### src/hdl/ssds_pkg.sv
// Shared types, constants and the segment decode function of the display scanner.
// No dependencies; used by ssds_div and seven_segment_radix_display_scanner_unit.
package ssds_pkg;

    // field and register widths
    localparam int DATA_W     = 32;
    localparam int RADIX_W    = 5;
    localparam int DIGIT_W    = 4;
    localparam int SEG_W      = 8;
    localparam int DSEL_W     = 8;
    localparam int APB_ADDR_W = 3;
    localparam int APB_DATA_W = 32;

    // one quotient bit per step of the divider
    localparam int DIV_STEPS  = DATA_W;
    localparam int DIV_CNT_W  = $clog2(DIV_STEPS);

    // radix register limits and reset value
    localparam logic [RADIX_W-1:0] RADIX_MIN   = 5'd2;
    localparam logic [RADIX_W-1:0] RADIX_MAX   = 5'd16;
    localparam logic [RADIX_W-1:0] RADIX_RESET = 5'd10;

    // register index (word address bits of paddr)
    localparam logic [APB_ADDR_W-3:0] REG_RADIX = '0;

    // command codes carried on s_tuser
    localparam logic CMD_LOAD = 1'b0;
    localparam logic CMD_SCAN = 1'b1;

    // load sequencer states
    typedef enum logic [1:0] {
        ST_IDLE,
        ST_START,
        ST_BUSY
    } ssds_state_t;

    // divider status toward the sequencer
    typedef struct packed {
        logic busy;
        logic done;
    } div_status_t;

    // digit value to segment code, bit0 = a through bit6 = g
    function automatic logic [SEG_W-1:0] seg_decode(input logic [DIGIT_W-1:0] digit);
        logic [SEG_W-1:0] code;
        case (digit)
            4'h0:    code = 8'h3f;
            4'h1:    code = 8'h06;
            4'h2:    code = 8'h5b;
            4'h3:    code = 8'h4f;
            4'h4:    code = 8'h66;
            4'h5:    code = 8'h6d;
            4'h6:    code = 8'h7d;
            4'h7:    code = 8'h07;
            4'h8:    code = 8'h7f;
            4'h9:    code = 8'h6f;
            4'ha:    code = 8'h77;
            4'hb:    code = 8'h7c;
            4'hc:    code = 8'h39;
            4'hd:    code = 8'h5e;
            4'he:    code = 8'h79;
            4'hf:    code = 8'h71;
            default: code = 8'h00;
        endcase
        return code;
    endfunction

endpackage

### src/hdl/ssds_div.sv
// Shared restoring divider: 32-bit dividend by a radix of at most 16, one bit per cycle.
// Depends on ssds_pkg.
module ssds_div (
    input  logic                                aclk,
    input  logic                                aresetn,
    input  logic                                start,
    input  logic [ssds_pkg::DATA_W-1:0]         dividend,
    input  logic [ssds_pkg::RADIX_W-1:0]        divisor,
    output ssds_pkg::div_status_t               div_stat,
    output logic [ssds_pkg::DATA_W-1:0]         quotient,
    output logic [ssds_pkg::DIGIT_W-1:0]        remainder
);
    import ssds_pkg::*;

    logic                 active_reg, active_next;
    logic                 done_reg, done_next;
    logic [DIV_CNT_W-1:0] cnt_reg, cnt_next;
    logic [DATA_W-1:0]    quo_reg, quo_next;
    logic [DIGIT_W-1:0]   rem_reg, rem_next;
    logic [DIGIT_W:0]     trial;
    logic                 fits;

    // one shift-compare-subtract step
    assign trial = {rem_reg, quo_reg[DATA_W-1]};
    assign fits  = (trial >= divisor);

    always_comb begin
        active_next = active_reg;
        done_next   = 1'b0;
        cnt_next    = cnt_reg;
        quo_next    = quo_reg;
        rem_next    = rem_reg;
        if (start) begin
            active_next = 1'b1;
            cnt_next    = DIV_CNT_W'(DIV_STEPS - 1);
            quo_next    = dividend;
            rem_next    = '0;
        end else if (active_reg) begin
            quo_next = {quo_reg[DATA_W-2:0], fits};
            rem_next = fits ? DIGIT_W'(trial - divisor) : trial[DIGIT_W-1:0];
            cnt_next = cnt_reg - 1'b1;
            if (cnt_reg == '0) begin
                active_next = 1'b0;
                done_next   = 1'b1;
            end
        end
    end

    // control state
    always_ff @(posedge aclk) begin
        if (!aresetn) begin
            active_reg <= 1'b0;
            done_reg   <= 1'b0;
        end else begin
            active_reg <= active_next;
            done_reg   <= done_next;
        end
    end

    // datapath
    always_ff @(posedge aclk) begin
        cnt_reg <= cnt_next;
        quo_reg <= quo_next;
        rem_reg <= rem_next;
    end

    assign div_stat.busy = active_reg;
    assign div_stat.done = done_reg;
    assign quotient      = quo_reg;
    assign remainder     = rem_reg;

endmodule

### src/hdl/seven_segment_radix_display_scanner_unit.sv
// Top level of the multiplexed seven-segment display scanner.
// Depends on ssds_pkg and ssds_div.
//
// A load transfer (s_tuser = 0) splits the 32-bit number into NUM_DIGITS digits in the
// base held in the radix register (clamped to 2..16) and stores their segment codes;
// leading zero digits are blanked and the lowest digit always shows. Each digit comes
// from one pass of the shared bit-serial divider, so a load keeps s_tready low until
// all NUM_DIGITS segment codes are stored, and gives no result. A scan transfer
// (s_tuser = 1) places the active-low digit select and segment byte of the current
// position in the output register, then steps the position modulo NUM_DIGITS; it is
// taken whenever no load is in progress and the output register is empty or being
// drained. The radix register resets to 10 and the segment buffer to blank.
module seven_segment_radix_display_scanner_unit #(
    parameter int NUM_DIGITS = 6
) (
    input  logic                                aclk,
    input  logic                                aresetn,
    // input channel
    input  logic                                s_tvalid,
    output logic                                s_tready,
    input  logic [ssds_pkg::DATA_W-1:0]         s_tdata,   // [31:0] number
    input  logic                                s_tuser,   // [0] cmd
    // result channel
    output logic                                m_tvalid,
    input  logic                                m_tready,
    output logic [ssds_pkg::DSEL_W+ssds_pkg::SEG_W-1:0] m_tdata, // [7:0] digit_select,
                                                                 // [15:8] segments
    // configuration port
    input  logic                                psel,
    input  logic                                penable,
    input  logic                                pwrite,
    input  logic [ssds_pkg::APB_ADDR_W-1:0]     paddr,
    input  logic [ssds_pkg::APB_DATA_W-1:0]     pwdata,
    output logic [ssds_pkg::APB_DATA_W-1:0]     prdata,
    output logic                                pready
);
    import ssds_pkg::*;

    localparam int POS_W = (NUM_DIGITS > 1) ? $clog2(NUM_DIGITS) : 1;
    localparam logic [POS_W-1:0] POS_LAST = POS_W'(NUM_DIGITS - 1);

    ssds_state_t          state_reg, state_next;
    logic [RADIX_W-1:0]   radix_reg;
    logic [RADIX_W-1:0]   radix_eff;
    logic [SEG_W-1:0]     seg_buf_reg [NUM_DIGITS];
    logic [POS_W-1:0]     pos_reg, pos_next;
    logic [POS_W-1:0]     pos_rev;
    logic [POS_W-1:0]     k_reg, k_next;
    logic [DATA_W-1:0]    rest_reg;
    logic                 m_valid_reg;
    logic [DSEL_W+SEG_W-1:0] m_data_reg;
    logic [DSEL_W-1:0]    dsel;
    logic                 s_fire, load_fire, scan_fire, m_fire;
    logic                 div_start;
    logic                 digit_wr;
    logic [SEG_W-1:0]     digit_code;
    logic                 cfg_wr;
    div_status_t          div_stat;
    logic [DATA_W-1:0]    div_quo;
    logic [DIGIT_W-1:0]   div_rem;

    // handshakes
    assign s_fire    = s_tvalid & s_tready;
    assign load_fire = s_fire & (s_tuser == CMD_LOAD);
    assign scan_fire = s_fire & (s_tuser == CMD_SCAN);
    assign m_fire    = m_valid_reg & m_tready;

    // configuration register
    assign pready = 1'b1;
    assign cfg_wr = psel & penable & pwrite & pready
                    & (paddr[APB_ADDR_W-1:2] == REG_RADIX);
    assign prdata = (paddr[APB_ADDR_W-1:2] == REG_RADIX)
                    ? APB_DATA_W'(radix_reg) : '0;

    always_ff @(posedge aclk) begin
        if (!aresetn) begin
            radix_reg <= RADIX_RESET;
        end else if (cfg_wr) begin
            radix_reg <= pwdata[RADIX_W-1:0];
        end
    end

    // out-of-range radix is clamped
    always_comb begin
        if (radix_reg < RADIX_MIN) begin
            radix_eff = RADIX_MIN;
        end else if (radix_reg > RADIX_MAX) begin
            radix_eff = RADIX_MAX;
        end else begin
            radix_eff = radix_reg;
        end
    end

    // shared divider
    ssds_div u_div (
        .aclk      (aclk),
        .aresetn   (aresetn),
        .start     (div_start),
        .dividend  (rest_reg),
        .divisor   (radix_eff),
        .div_stat  (div_stat),
        .quotient  (div_quo),
        .remainder (div_rem)
    );

    // sequencer next state
    always_comb begin
        state_next = state_reg;
        case (state_reg)
            ST_IDLE: begin
                if (load_fire) begin
                    state_next = ST_START;
                end
            end
            ST_START: begin
                state_next = ST_BUSY;
            end
            ST_BUSY: begin
                if (div_stat.done) begin
                    state_next = (k_reg == POS_LAST) ? ST_IDLE : ST_START;
                end
            end
            default: begin
                state_next = ST_IDLE;
            end
        endcase
    end

    // sequencer outputs
    always_comb begin
        s_tready  = 1'b0;
        div_start = 1'b0;
        digit_wr  = 1'b0;
        case (state_reg)
            ST_IDLE: begin
                s_tready = ~m_valid_reg | m_tready;
            end
            ST_START: begin
                div_start = 1'b1;
            end
            ST_BUSY: begin
                digit_wr = div_stat.done;
            end
            default: begin
                s_tready = 1'b0;
            end
        endcase
    end

    always_ff @(posedge aclk) begin
        if (!aresetn) begin
            state_reg <= ST_IDLE;
        end else begin
            state_reg <= state_next;
        end
    end

    // digit index and running quotient
    always_comb begin
        k_next = k_reg;
        if (load_fire) begin
            k_next = '0;
        end else if (digit_wr) begin
            k_next = k_reg + 1'b1;
        end
    end

    always_ff @(posedge aclk) begin
        if (!aresetn) begin
            k_reg <= '0;
        end else begin
            k_reg <= k_next;
        end
    end

    always_ff @(posedge aclk) begin
        if (load_fire) begin
            rest_reg <= s_tdata;
        end else if (digit_wr) begin
            rest_reg <= div_quo;
        end
    end

    // leading zero blanking, lowest digit always shown
    assign digit_code = ((k_reg == '0) || (rest_reg != '0)) ? seg_decode(div_rem) : '0;

    // segment buffer
    always_ff @(posedge aclk) begin
        if (!aresetn) begin
            for (int i = 0; i < NUM_DIGITS; i++) begin
                seg_buf_reg[i] <= '0;
            end
        end else if (digit_wr) begin
            seg_buf_reg[k_reg] <= digit_code;
        end
    end

    // scan position
    always_comb begin
        pos_next = pos_reg;
        if (scan_fire) begin
            pos_next = (pos_reg == POS_LAST) ? '0 : pos_reg + 1'b1;
        end
    end

    always_ff @(posedge aclk) begin
        if (!aresetn) begin
            pos_reg <= '0;
        end else begin
            pos_reg <= pos_next;
        end
    end

    // active-low select, position 0 (lowest digit) drives bit NUM_DIGITS-1
    assign pos_rev = POS_LAST - pos_reg;
    always_comb begin
        for (int i = 0; i < DSEL_W; i++) begin
            dsel[i] = !(4'(pos_rev) == 4'(i));
        end
    end

    // output register
    always_ff @(posedge aclk) begin
        if (!aresetn) begin
            m_valid_reg <= 1'b0;
        end else if (scan_fire) begin
            m_valid_reg <= 1'b1;
        end else if (m_fire) begin
            m_valid_reg <= 1'b0;
        end
    end

    always_ff @(posedge aclk) begin
        if (scan_fire) begin
            m_data_reg <= {seg_buf_reg[pos_reg], dsel};
        end
    end

    assign m_tvalid = m_valid_reg;
    assign m_tdata  = m_data_reg;

    // checks
    a_pos_range: assert property (@(posedge aclk) disable iff (!aresetn)
        pos_reg <= POS_LAST)
        else $error("scan position out of range");

    a_done_busy: assert property (@(posedge aclk) disable iff (!aresetn)
        div_stat.done |-> (state_reg == ST_BUSY))
        else $error("divider done outside busy state");

    a_load_start: assert property (@(posedge aclk) disable iff (!aresetn)
        load_fire |=> (state_reg == ST_START) && !s_tready)
        else $error("load transfer did not start the digit sequence");

    a_scan_step: assert property (@(posedge aclk) disable iff (!aresetn)
        scan_fire |=> m_tvalid
            && (pos_reg == (($past(pos_reg) == POS_LAST) ? '0 : $past(pos_reg) + 1'b1)))
        else $error("scan transfer did not step the position");

endmodule
### config.mk
export PLATFORM = sky130hd
export DESIGN_NAME = seven_segment_radix_display_scanner_unit
export DESIGN_NICKNAME = d
export VERILOG_FILES = /design/src/hdl/ssds_pkg.sv /design/src/hdl/ssds_div.sv /design/src/hdl/seven_segment_radix_display_scanner_unit.sv
export SDC_FILE = /design/constraint.sdc
export NUM_CORES = 1
export LEC_CHECK = 0
export ABC_AREA = 1
export BUFFER_PORTS_ARGS = -buffer_cell sky130_fd_sc_hd__buf_4
export CORE_MARGIN = 10
export CORE_UTILIZATION = 61
export DETAILED_ROUTE_END_ITERATION = 6
export PLACE_DENSITY = 0.85
export SLEW_MARGIN = 20
export SYNTH_ARGS = -nofsm -noshare
export SYNTH_HDL_FRONTEND = slang
export SYNTH_SLANG_ARGS = --single-unit
### constraint.sdc
create_clock -name aclk -period 3.7 [get_ports aclk]
set_input_delay 1.11 -clock aclk [delete_from_list [all_inputs] [get_ports aclk]]
set_output_delay 1.11 -clock aclk [all_outputs]
set_load 0.1 [all_outputs]
# Word-level counts from Yosys, hierarchy flattened
# Memory sizes are Yosys's and may differ from the RTL's. A register that Yosys moved wholly into a read port is not among the register bits.
# Index checks and enable logic that the tools add are counted.
# totals
output_inout_bits	51
mem_count	2
reg_bits	105
ram_bits	48
inputBits	75
wordCells	101
mem_bits_ro	112
# memory_table
name	words	word_bits	rd	rd_clocked_by_memory_dff	write_ports	line_no	rtl
(name not given)	16	7	1	1	0	ssds_pkg.sv:46	case (digit)
seg_buf_reg	6	8	1	1	6	seven_segment_radix_display_scanner_unit.sv:45	logic [SEG_W-1:0] seg_buf_reg [NUM_DIGITS];
# classes
order_cmp	3
add_sub_neg	5
n_mux	32
n_bitwise	13
eq_ne	13
n_reduce_logical	21
# op_table
op	n
$mux 32	4
$reduce_bool 32->1	1
$eq 3x3->1 const B	6
$mux 8	2
$mux 1	15
$mux 5	3
$mux 4	3
$logic_not 1->1	8
$reduce_or 8->1	1
$and 1x1->1	7
$add 3x1->3 const B	2
$eq 3x2->1 const B	2
$logic_not 3->1	2
$mux 3	2
$pmux 2 s3	1
$reduce_bool 2->1	3
$ge 5x5->1	1
$gt 5x5->1 const B	1
$logic_not 5->1	1
$lt 5x2->1 const B	1
$not 1->1	5
$sub 5x1->5 const B	1
$mux 2	2
$sub 4x4->4	1
12 further kinds	12

# Logic depth before layout (Yosys ltp)
# Gate-level depths: netlist of run 1.
# logic_depth
word_depth	7
ltp_mapped	19
mapped_depth_nobuf	19

# By module
# Synthesis of run 1 repeated with hierarchy kept, for this count alone.
# hier_totals
hier_cells	841
area_unflattened_um2	7863.8
# by_module_without_submodules
module	seq_area_each_um2	cells_each	instances	area_per_inst_um2
seven_segment_radix_display_scanner_unit	3373.2	608	1	5785.5
ssds_div	1181.1	233	1	2078.2

# Worst setup path before layout of run 1
# Ideal clock, no wire load.
# synth_timing
path_type	in2out
start	input port paddr[2] (netlist bit)
end	output port prdata[0] (netlist bit)
required_ps	2590
path_slack_ps	227
n_path_buf	0
stages	1
arrival_time_ps	2363
path_cell_list	nor2_1
# synth_between
elab_chain_cells	1
# synth_lines
item	line_no	rtl
from (decl)	seven_segment_radix_display_scanner_unit.sv:32	input logic [ssds_pkg::APB_ADDR_W-1:0] paddr,
$mux 5	seven_segment_radix_display_scanner_unit.sv:73	? APB_DATA_W'(radix_reg) : '0;
to (decl)	seven_segment_radix_display_scanner_unit.sv:34	output logic [ssds_pkg::APB_DATA_W-1:0] prdata,
# Every way passes these cells.

==> results of run 1 <==
metal layers:
metal  vias up  track usage [%]
met5         -                0
met4         0             7.68
met3        36             5.08
met2       241             33.9
met1      2707             21.7
li1       2648                -
cells by family (layout without fill, tap and decap cells):
kind of cell | count (synthesis) | after routing | share of synthesized area [%]
multiplexers | 31 | 31 | 4.43
other | 2 | 29 | 0.0953
AO/OA/AOI/OAI | 98 | 98 | 6.89
XOR/XNOR | 2 | 2 | 0.222
flip-flops | 167 | 167 | 59.5
AND/OR/NAND/NOR | 313 | 313 | 17.4
adder cells (fa/ha/maj) | 22 | 22 | 3.59
buffers and inverters | 127 | 180 | 7.81
worst max-delay path by stage:
stage                         startpoint                          end  depth (start not counted)  slack, ps
2_1_floorplan                   paddr[2]                    prdata[0]                          1        230
3_3_place_gp                    m_tready                     s_tready                          5        850
3_5_place_dp                     aresetn  seg_buf_reg[6][3]$_DFFE_PP_                          7        810
4_1_cts        radix_reg[3]$_SDFFE_PN1P_                    flip-flop                         19        820
5_1_grt        radix_reg[3]$_SDFFE_PN1P_                    flip-flop                         19        530
6_report       radix_reg[3]$_SDFFE_PN1P_                    flip-flop                         19        820
power breakdown:
group	leakage, uW	internal [uW]	switching, uW
sequential	0.00151	2200	74.4
clock	0.000278	984	718
combinational	0.00189	308	709
total	0.00368	3490	1500
placed cells by master (no fill, tap or decap), types with 3 or more instances in the layout:
| master | Yosys | layout |
|---|---|---|
| sky130_fd_sc_hd__buf_4 | 30 | 73 |
| sky130_fd_sc_hd__inv_2 | 6 | 6 |
| sky130_fd_sc_hd__dfxtp_1 | 32 | 32 |
| sky130_fd_sc_hd__nand2_1 | 140 | 140 |
| sky130_fd_sc_hd__mux2_2 | 23 | 23 |
| sky130_fd_sc_hd__nor2_1 | 111 | 111 |
| sky130_fd_sc_hd__a211oi_1 | 3 | 3 |
| sky130_fd_sc_hd__o21ai_0 | 54 | 54 |
| sky130_fd_sc_hd__nor2_4 | 4 | 4 |
| sky130_fd_sc_hd__nand2_4 | 3 | 3 |
| sky130_fd_sc_hd__edfxtp_1 | 135 | 135 |
| sky130_fd_sc_hd__nor2_2 | 3 | 3 |
| sky130_fd_sc_hd__clkbuf_16 | 0 | 17 |
| sky130_fd_sc_hd__a31oi_1 | 7 | 7 |
| sky130_fd_sc_hd__clkinv_1 | 1 | 5 |
| sky130_fd_sc_hd__o22ai_1 | 7 | 7 |
| sky130_fd_sc_hd__inv_1 | 68 | 68 |
| sky130_fd_sc_hd__conb_1 | 2 | 29 |
| sky130_fd_sc_hd__mux2_1 | 8 | 8 |
| sky130_fd_sc_hd__nand4_1 | 8 | 8 |
| sky130_fd_sc_hd__clkinv_2 | 0 | 4 |
| sky130_fd_sc_hd__nor3_1 | 6 | 6 |
| sky130_fd_sc_hd__a21oi_1 | 15 | 15 |
| sky130_fd_sc_hd__nor4_1 | 4 | 4 |
| sky130_fd_sc_hd__nand3_1 | 24 | 24 |
| sky130_fd_sc_hd__ha_1 | 21 | 21 |
| sky130_fd_sc_hd__o21ai_1 | 6 | 6 |
worst register-to-register path: stages (launching register included):
cell and delay, ps:
sky130_fd_sc_hd__dfxtp_1 320, sky130_fd_sc_hd__nor2_1 150, sky130_fd_sc_hd__inv_1 70, sky130_fd_sc_hd__nor3_1 120, sky130_fd_sc_hd__o21ai_0 100, sky130_fd_sc_hd__ha_1 340, sky130_fd_sc_hd__nand2_1 100, sky130_fd_sc_hd__nand2_1 80
sky130_fd_sc_hd__nand2_2 110, sky130_fd_sc_hd__nand2_1 70, sky130_fd_sc_hd__nor2_1 330, sky130_fd_sc_hd__nand2_1 100, sky130_fd_sc_hd__nand3_1 140, sky130_fd_sc_hd__nand2_1 150, sky130_fd_sc_hd__inv_1 110, sky130_fd_sc_hd__ha_1 230
sky130_fd_sc_hd__inv_1 60, sky130_fd_sc_hd__nand2_1 50, sky130_fd_sc_hd__nand3_1 80, sky130_fd_sc_hd__o21ai_1 60
layout make-up:
type / count / share of cell area, %
clock buffers: 18 / 4.78
multi-input cells: 495 / 29.8
repair buffers: 73 / 6.11
flip-flops and latches: 167 / 52.3
inverters: 75 / 3.14
well taps: 172 / 2.40
clock inverters: 14 / 1.45
per-stage QoR:
stage,util [%],worst slack (ps)
2_1_floorplan,-,227
3_3_place_gp,66.7,846
3_5_place_dp,66.7,810
4_1_cts,71.1,818
5_1_grt,71.1,527
6_report,71.1,824
==> summary.md, run 1 <==
TritonCTS created 17 clock buffers. Detailed placement ended at an HPWL of 11600 microns. In the final layout, the share of cells above drive strength 1 is 17.6%. Worst flop-to-flop path startpoint: radix_reg[3]$_SDFFE_PN1P_.

For the final routed database, the setup TNS stands at 0 ps. In this run the most critical hold path is launched from u_div.cnt_reg[3]$_SDFFE_PP1P_. The most instantiated flip-flop cell in the synthesis netlist is sky130_fd_sc_hd__edfxtp_1. Buffer levels on the longest clock path: 2. Measured against its own limit, the worst slew margin works out to 40.8%.

Data on the critical path arrives at its endpoint at 3190 ps. The worst setup path is of the flip-flop to flip-flop kind. The tree is rooted in a sky130_fd_sc_hd__clkbuf_16. The tools report the global-route usage over all layers as 19.3%. The total setup violations reported at the end of the flow came out at 0. Summing internal, switching and leakage power gives 4990 uW. The core region is 12600 sq um. The detailed-route vias per instance was 5.55; the number of I/O port buffers was 67. Clock latency on the worst-skew pair, taken at its later pin, is 430 ps. By count the netlist is led by sky130_fd_sc_hd__nand2_1 (140), sky130_fd_sc_hd__edfxtp_1 (135), sky130_fd_sc_hd__nor2_1 (111). The run gives 0 as the remaining design rule violation count.

The tool flagged a number of max-cap violations equal to 0. The tools report the category of the worst setup path launch point as a flip-flop. Final-report hold violation count: 0.

Flip-flop count of the largest register after layout: 56. The timing-limited maximum frequency was 348 MHz. End point of the worst hold path: u_div.cnt_reg[3]$_SDFFE_PP1P_.

The critical path goes through nor2_1 > inv_1 > nor3_1 > o21ai_0 > ha_1 > nand2_1 > nand2_1 > nand2_2 > nand2_1 > nor2_1 > nand2_1 > nand3_1 > nand2_1 > inv_1 > ha_1 > inv_1 > nand2_1 > nand3_1 > o21ai_1. After synthesis, the largest area contributor takes up 51.4% of total cell area. The run gives 126 as the I/O pin count. The worst path uses 77.7% of the clock period.

At the end of routability-driven placement, the weighted congestion stood at 0.927. The synthesized design spends more area on one cell type than any other, namely sky130_fd_sc_hd__edfxtp_1. The worst ir drop on vdd is 0.320 mV.

Synthesis inferred 167 register bits. The number of antenna diodes in the final layout is 0. The number of unique standard cell types used by synthesis is 43, and the post-place instance area is 8410 sq um.

The clock-pin slew of the registers on the worst-case setup and hold paths is 60 ps. In the detailed route, the total length drawn on met3 is 1120 microns. For the total instance count after detailed placement, the log shows 982. The total power per unit cell area came out at 557 nW/um^2. The logs give 0 for the quantity of hold-fixing buffers added after cts and 9040 microns for the routed length on met2. The logs give 5632 for the via count and 5935 for the via count of the first global-routing pass. The worst setup path is captured at a flip-flop.

Routed wire length: 17100 microns. The tools report the area of the die as 17900 sq um. The most used cell along the critical path was sky130_fd_sc_hd__nand2_1. For the final database, setup skew stands at 9.08 ps.

Setup repair after global routing left no endpoint under its margin. After routing the design area is 8970 sq um. Along the worst path, the maximum fanout reaches 5. The logs give 59.5% for the sequential cell area fraction in the yosys report and 0 for the post-cts resize count. The most common cell in the synthesized netlist is sky130_fd_sc_hd__nand2_1. For this run, the number of standard cells in the final layout without fillers is 1014. The instance count of the mapped netlist is 762, and the number of nets with antenna violations after detailed routing is 0.

After detailed routing, the average wire length per cell comes to 16.9 microns. Averaged over all synthesized cells, the footprint is 10.3 sq um. The worst hold margin is 508 ps. The number of clock sinks is 167, and the setup slack of the most critical reg-to-reg path is 820 ps. Summed over all cells, the static leakage comes to 0.00368 uW. For this run, the post-layout net count is 926.

The layout has 875 filler cells. Together, buffers and inverters on the worst path number 3. For this run, asynchronously set or reset flops after synthesis account for 0%.

In this run the cell area of the synthesized design comes to 7880 sq um. The first TritonRoute pass finished after 5 iterations. Counting cells, the worst reg-to-reg path comes to 19. Path class of the lowest-slack min-delay path: flip-flop to flip-flop. For this design, the slowest cell found on the critical path is sky130_fd_sc_hd__ha_1. For the pin with the worst max-slew slack, the measured transition is 888 ps.

The floorplan has 41 rows. The H-tree generated during clock tree synthesis spans 4 levels. The worst stage delay on the critical path was 340 ps. After clock tree synthesis, the setup repair step added 0 buffers.

For the largest net degree at the start of global routing, the log shows 52. The initial utilization of the core area, before any placement, comes to 62.5%. TritonCTS built the clock tree. The floorplan step set the die height to 134 microns.

Kind of cell adding the most delay to the critical path: simple AND/OR/NAND/NOR gates. The tools report the required time of the critical path as 4020 ps. In the final layout, the multi-input gates occupy 2680 sq um. After synthesis, the cell types taking the most area are sky130_fd_sc_hd__edfxtp_1 (51%), sky130_fd_sc_hd__dfxtp_1 (8.1%), sky130_fd_sc_hd__nand2_1 (6.7%).

The cell depth of the worst hold path is 1, and the wire length the detailed router placed on met1 is 6580 microns. The first global-routing pass estimated 27900 microns of wire. Number of flops mapped to enable cells by yosys: 135. The area taken by flip-flops and latches is 4690 sq um. The die is 134 microns wide.

The layout overhead on the synthesized area is 13.8%, and the max-slew violation count is 0. Top routing layer in use: met4. The worst path in the final design needs a cycle of 2880 ps, including I/O delays and setup. The number of antenna violations at the first check in global routing came out at 0. The flow ran to the end, and the final reports show no timing, DRC or antenna violations. In this run, the number of DRC markers left after iteration 0 of detailed routing was 519. The remaining global-route overflow is 0. During synthesis, Yosys emitted a total of 0 warnings.
(Power assumes the default switching activity.)
==> run 2, diff against run 1 <==
ABC_AREA = 0   (was 1)
CORE_UTILIZATION = 51   (was 61)
PLACE_DENSITY = 0.76   (was 0.85)
clock period = 2.5 ns   (was 3.7 ns; I/O delays follow)
==> summary.md, run 2 <==
The flow ran to the end, but the final reports show violations. The final reports fail on setup timing. The run gives 54 (+26%) as the number of unique standard cell types used by synthesis. The fraction of power consumed by the clock network came out at 31.4% (-2.7 points). The most used standard cell by instance count after synthesis was sky130_fd_sc_hd__edfxtp_1.

The flip-flop count of the largest register after layout is 56 (unchanged), and the global routing usage on met2 is 29.0% (-4.9 points). The net switching component of the power came out at 2350 uW (+56%). The remaining design rule violation count is 0 (unchanged), and the buffer levels on the longest clock path is 2 (unchanged). For the count of warnings emitted by yosys, the log shows 0 (unchanged). The simple-gate area share of the yosys netlist works out to 14.4% (-3.0 points).

The max-slew violation count came out at 0 (unchanged). The design internal power was 5480 uW (+57%); the required time of the critical path was 2840 ps (-1180 ps). The worst-case clock skew was 10.4 ps (+1.28 ps); the register bit count reported by yosys was 167 (unchanged). The via count was 5028 (-11%).

The quantity of hold-fixing buffers added after cts came out at 0 (unchanged). The area share of xor/xnor cells in the synthesized design works out to 0.895% (+0.67 points). Of all cell types, the one taking the most synthesized area is sky130_fd_sc_hd__edfxtp_1.

Setup repair after global routing could not meet its margin everywhere. The multiplexer area fraction after synthesis came out at 11.5% (+7.1 points). The logs give 4.26% (-0.82 points) for the met3 usage in global routing and 841 (-9.2%) for the final net count. The tools report the global-route wire length before repair as 26100 microns (-6.6%). Post-place instance area: 8760 sq um (+4.1%). The non-filler instance count after layout is 945 (-6.8%), and the area share of the largest cell type after synthesis is 51.8% (+0.36 points). For the number of antenna violations at the first check in global routing, the log shows 0 (unchanged). Sorting the synthesized cells by area gives the leading types as sky130_fd_sc_hd__edfxtp_1 (52%), sky130_fd_sc_hd__dfxtp_1 (8.2%), sky130_fd_sc_hd__mux2_2 (6.0%). The portion of total power attributed to combinational logic was 25.1% (+4.7 points); the final instance area was 9580 sq um (+6.8%). The logs give 899 (-8.5%) for the total instance count after detailed placement and -212 ps (-1040 ps) for the post-layout worst setup margin. The area growth from synthesis to layout is 22.4%.

The total power per unit cell area was 817 nW/um^2 (+47%); the period utilization was 108% (+31 points). Sorting the synthesized cells by how often they occur yields sky130_fd_sc_hd__edfxtp_1 (135), sky130_fd_sc_hd__nand2_1 (126), sky130_fd_sc_hd__mux2_2 (42). The worst setup path is launched from a flip-flop. The initial core utilization is 51.7% (-11 points), and the placed wire-length estimate is 11000 microns (-4.4%). The detailed-route vias per instance came out at 5.32 (-4.2%).

The total core area came out at 15100 sq um (+20%). The clock-pin slew of the registers on the worst-case setup and hold paths is 60 ps (about the same). The number of max-capacitance violations reported is 0 (unchanged), and the number of clock sinks is 167 (unchanged). The top cell types in the final layout, fill and taps aside, are sky130_fd_sc_hd__edfxtp_1 (135), sky130_fd_sc_hd__nand2_1 (124), sky130_fd_sc_hd__buf_4 (116). The share of async-settable or async-resettable flops after synthesis is 0% (unchanged). The post-route minimum period was 2710 ps (-164 ps). Clock tree root driver cell: sky130_fd_sc_hd__clkbuf_16. The biggest fanout along the worst timing path is 7 (+2), and the leakage power summed over all cells is 0.00387 uW (+5.3%).

The arrival time at the worst endpoint is 3050 ps (-140 ps), and the clock insertion delay at the later pin of the skew report is 420 ps (about the same). The logs give 3070 sq um (+15%) for the total area of multi-input combinational cells and 18.2% (-3.5 points) for the met1 global-route usage. After global routing, the most crowded layer is met2. For the area taken by flip-flops and latches, the log shows 4700 sq um (about the same). Die span in y: 144 microns (+7.6%). The global placement routability congestion came out at 0.859 (-7.3%). The average wire per cell in the routed design came out at 17.3 microns (+2.3%).

The proportion of layout cells with a drive suffix above 1 was 33.2% (+16 points); the actual slew at the worst max-slew pin was 578 ps (-309 ps). The average footprint of a synthesized cell was 12.4 sq um (+20%); the worst ir drop on vdd was 0.449 mV (+40%). The instance count of the mapped netlist came out at 631 (-17%).

The largest net degree at the start of global routing is 40 (-23%). Post-synthesis instance area: 7830 sq um (-0.70%). Routed wire length: 16300 microns (-4.7%).

The type of destination of the critical path is a flip-flop. By area, the combinational part of the netlist is dominated by simple AND/OR/NAND/NOR gates. The relative slew slack was 61.0% (+20 points); the number of flops mapped to enable cells by yosys was 135 (unchanged). The via count of the first global-routing pass was 5349 (-9.9%). Leaving out fill and tap cells, the most frequent cell in the layout is sky130_fd_sc_hd__edfxtp_1.

The global-route usage over all layers was 16.1% (-3.2 points). TritonCTS built the clock tree. The floorplan die width was 144 microns (+7.6%); the number of optimization iterations in the first detailed-route pass was 4 (-1). The number of design-rule violations left by the first detailed-router iteration came out at 384 (-26%).

Number of inserted diodes: 0 (unchanged). The logs give 369 MHz (+6.1%) for the timing-limited maximum frequency and 60.0% (+0.42 points) for the sequential cell area fraction in the yosys report. The remaining global-route overflow is 0 (unchanged), and the switching share of total power is 30.0% (-0.094 points).

The total setup violations reported at the end of the flow is 7 (+7), and the final-report hold violation count is 0 (unchanged). The tightest min-delay check is of the flip-flop to flip-flop type. Critical path class: flip-flop to flip-flop. The share of synthesized cell area in full adder, half adder and majority cells was 3.61% (+0.025 points). The most instantiated flip-flop cell in the synthesis netlist is sky130_fd_sc_hd__edfxtp_1. The number of nets with antenna violations after detailed routing was 0 (unchanged); the share of power burned in registers was 43.5% (-2.1 points).

The I/O pin count was 126 (unchanged). The area of the die was 20700 sq um (+16%). The number of levels in the clock H-tree is 4 (unchanged), and the number of I/O port buffers is 67 (unchanged).

The floorplan row count came out at 45 (+9.8%). The tools report the number of buffers created by CTS as 17 (unchanged). Fraction of the mapped netlist area in compound gates: 4.30% (-2.6 points). The run gives 1118 (+28%) as the number of filler cells placed in the layout.
run 2: cell types whose count changed after synthesis, moves of 9 or more:
cell / before / now
sky130_fd_sc_hd__nor2_1: 111 / 38
sky130_fd_sc_hd__inv_1: 68 / 17
sky130_fd_sc_hd__o21ai_0: 54 / 12
sky130_fd_sc_hd__and2_1: 0 / 22
sky130_fd_sc_hd__mux2_2: 23 / 42
sky130_fd_sc_hd__nand3_1: 24 / 8
sky130_fd_sc_hd__mux4_2: 0 / 14
sky130_fd_sc_hd__nand2_1: 140 / 126
sky130_fd_sc_hd__nand2b_1: 0 / 11
sky130_fd_sc_hd__mux2i_1: 0 / 10
sky130_fd_sc_hd__nor2b_1: 0 / 9
run 2: final timing paths:
check,from,to,slack [ps],depth (start not counted)
worst max-delay path,radix_reg[3]$_SDFFE_PN1P_,flip-flop,-210,14
worst min-delay path,pos_reg[1]$_SDFFE_PN0P_,pos_reg[1]$_SDFFE_PN0P_,470,2
worst max register to register,radix_reg[3]$_SDFFE_PN1P_,flip-flop,-210,14
worst min register to register,pos_reg[1]$_SDFFE_PN0P_,pos_reg[1]$_SDFFE_PN0P_,470,2
run 2: power groups by stage:
stage	Clock, uW	Combinational [uW]	Sequential [uW]
final	2460	1970	3400
after global routing	2620	2120	3430
after CTS	2500	1830	3400
after detailed placement	0	1610	3450
after global placement	0	1540	3450
after floorplan	0	1160	3470
run 2: per-layer routing:
metal  wire [microns]  vias up  part of all wire [%]
met5                0        -                     0
met4              177        0                   1.1
met3              839       12                   5.1
met2             8690      137                    53
met1             6610     2477                    41
li1                 -     2402                     -
run 2: critical path, stage by stage, from the launching register on:
cell,delay (ps)
sky130_fd_sc_hd__dfxtp_2,330
sky130_fd_sc_hd__nor2_1,90
sky130_fd_sc_hd__nor2_1,50
sky130_fd_sc_hd__nor2_1,140
sky130_fd_sc_hd__inv_1,90
sky130_fd_sc_hd__ha_4,270
sky130_fd_sc_hd__and4_4,230
sky130_fd_sc_hd__a21o_1,180
sky130_fd_sc_hd__nor2_4,60
sky130_fd_sc_hd__mux2i_2,170
sky130_fd_sc_hd__a21oi_4,320
sky130_fd_sc_hd__inv_2,130
sky130_fd_sc_hd__ha_4,180
sky130_fd_sc_hd__mux2_4,260
sky130_fd_sc_hd__mux2i_1,140
run 2: cell type report:
type                    instances  area share, %
clock buffers                  18           4.48
clock inverters                14           1.27
inverters                      18          0.744
multi-input cells             418           32.1
flip-flops and latches        167           49.0
well taps                     188           2.45
repair buffers                122           9.97
run 2: cells by family (layout without fill, tap and decap cells):
group | after synthesis | count (layout)
mux | 67 | 67
other cells | 2 | 29
flops | 167 | 167
fa+ha+maj | 22 | 22
buf+inv | 73 | 172
simple gates | 245 | 245
compound gates | 47 | 47
xor+xnor | 8 | 8
run 2: per-stage QoR:
step	TNS (ps)	setup WS, ps	hold WS, ps	power [uW]	utilization (%)
6_report	-1110	-212	469	7830	63.3
5_1_grt	-2040	-350	499	8170	63.3
4_1_cts	-835	-144	473	7730	62.8
3_5_place_dp	-1470	-290	464	5070	57.9
3_3_place_gp	-885	-173	450	4980	57.9
2_1_floorplan	-19640	-331	457	4630	-
run 2: timing repair:
action                                 4_1_cts  5_1_grt
setup endpoints to repair                    7        7
buffers inserted                            11        3
endpoints found under the hold margin        0        0
gates resized for setup                     18       11
pin swaps                                   13        6
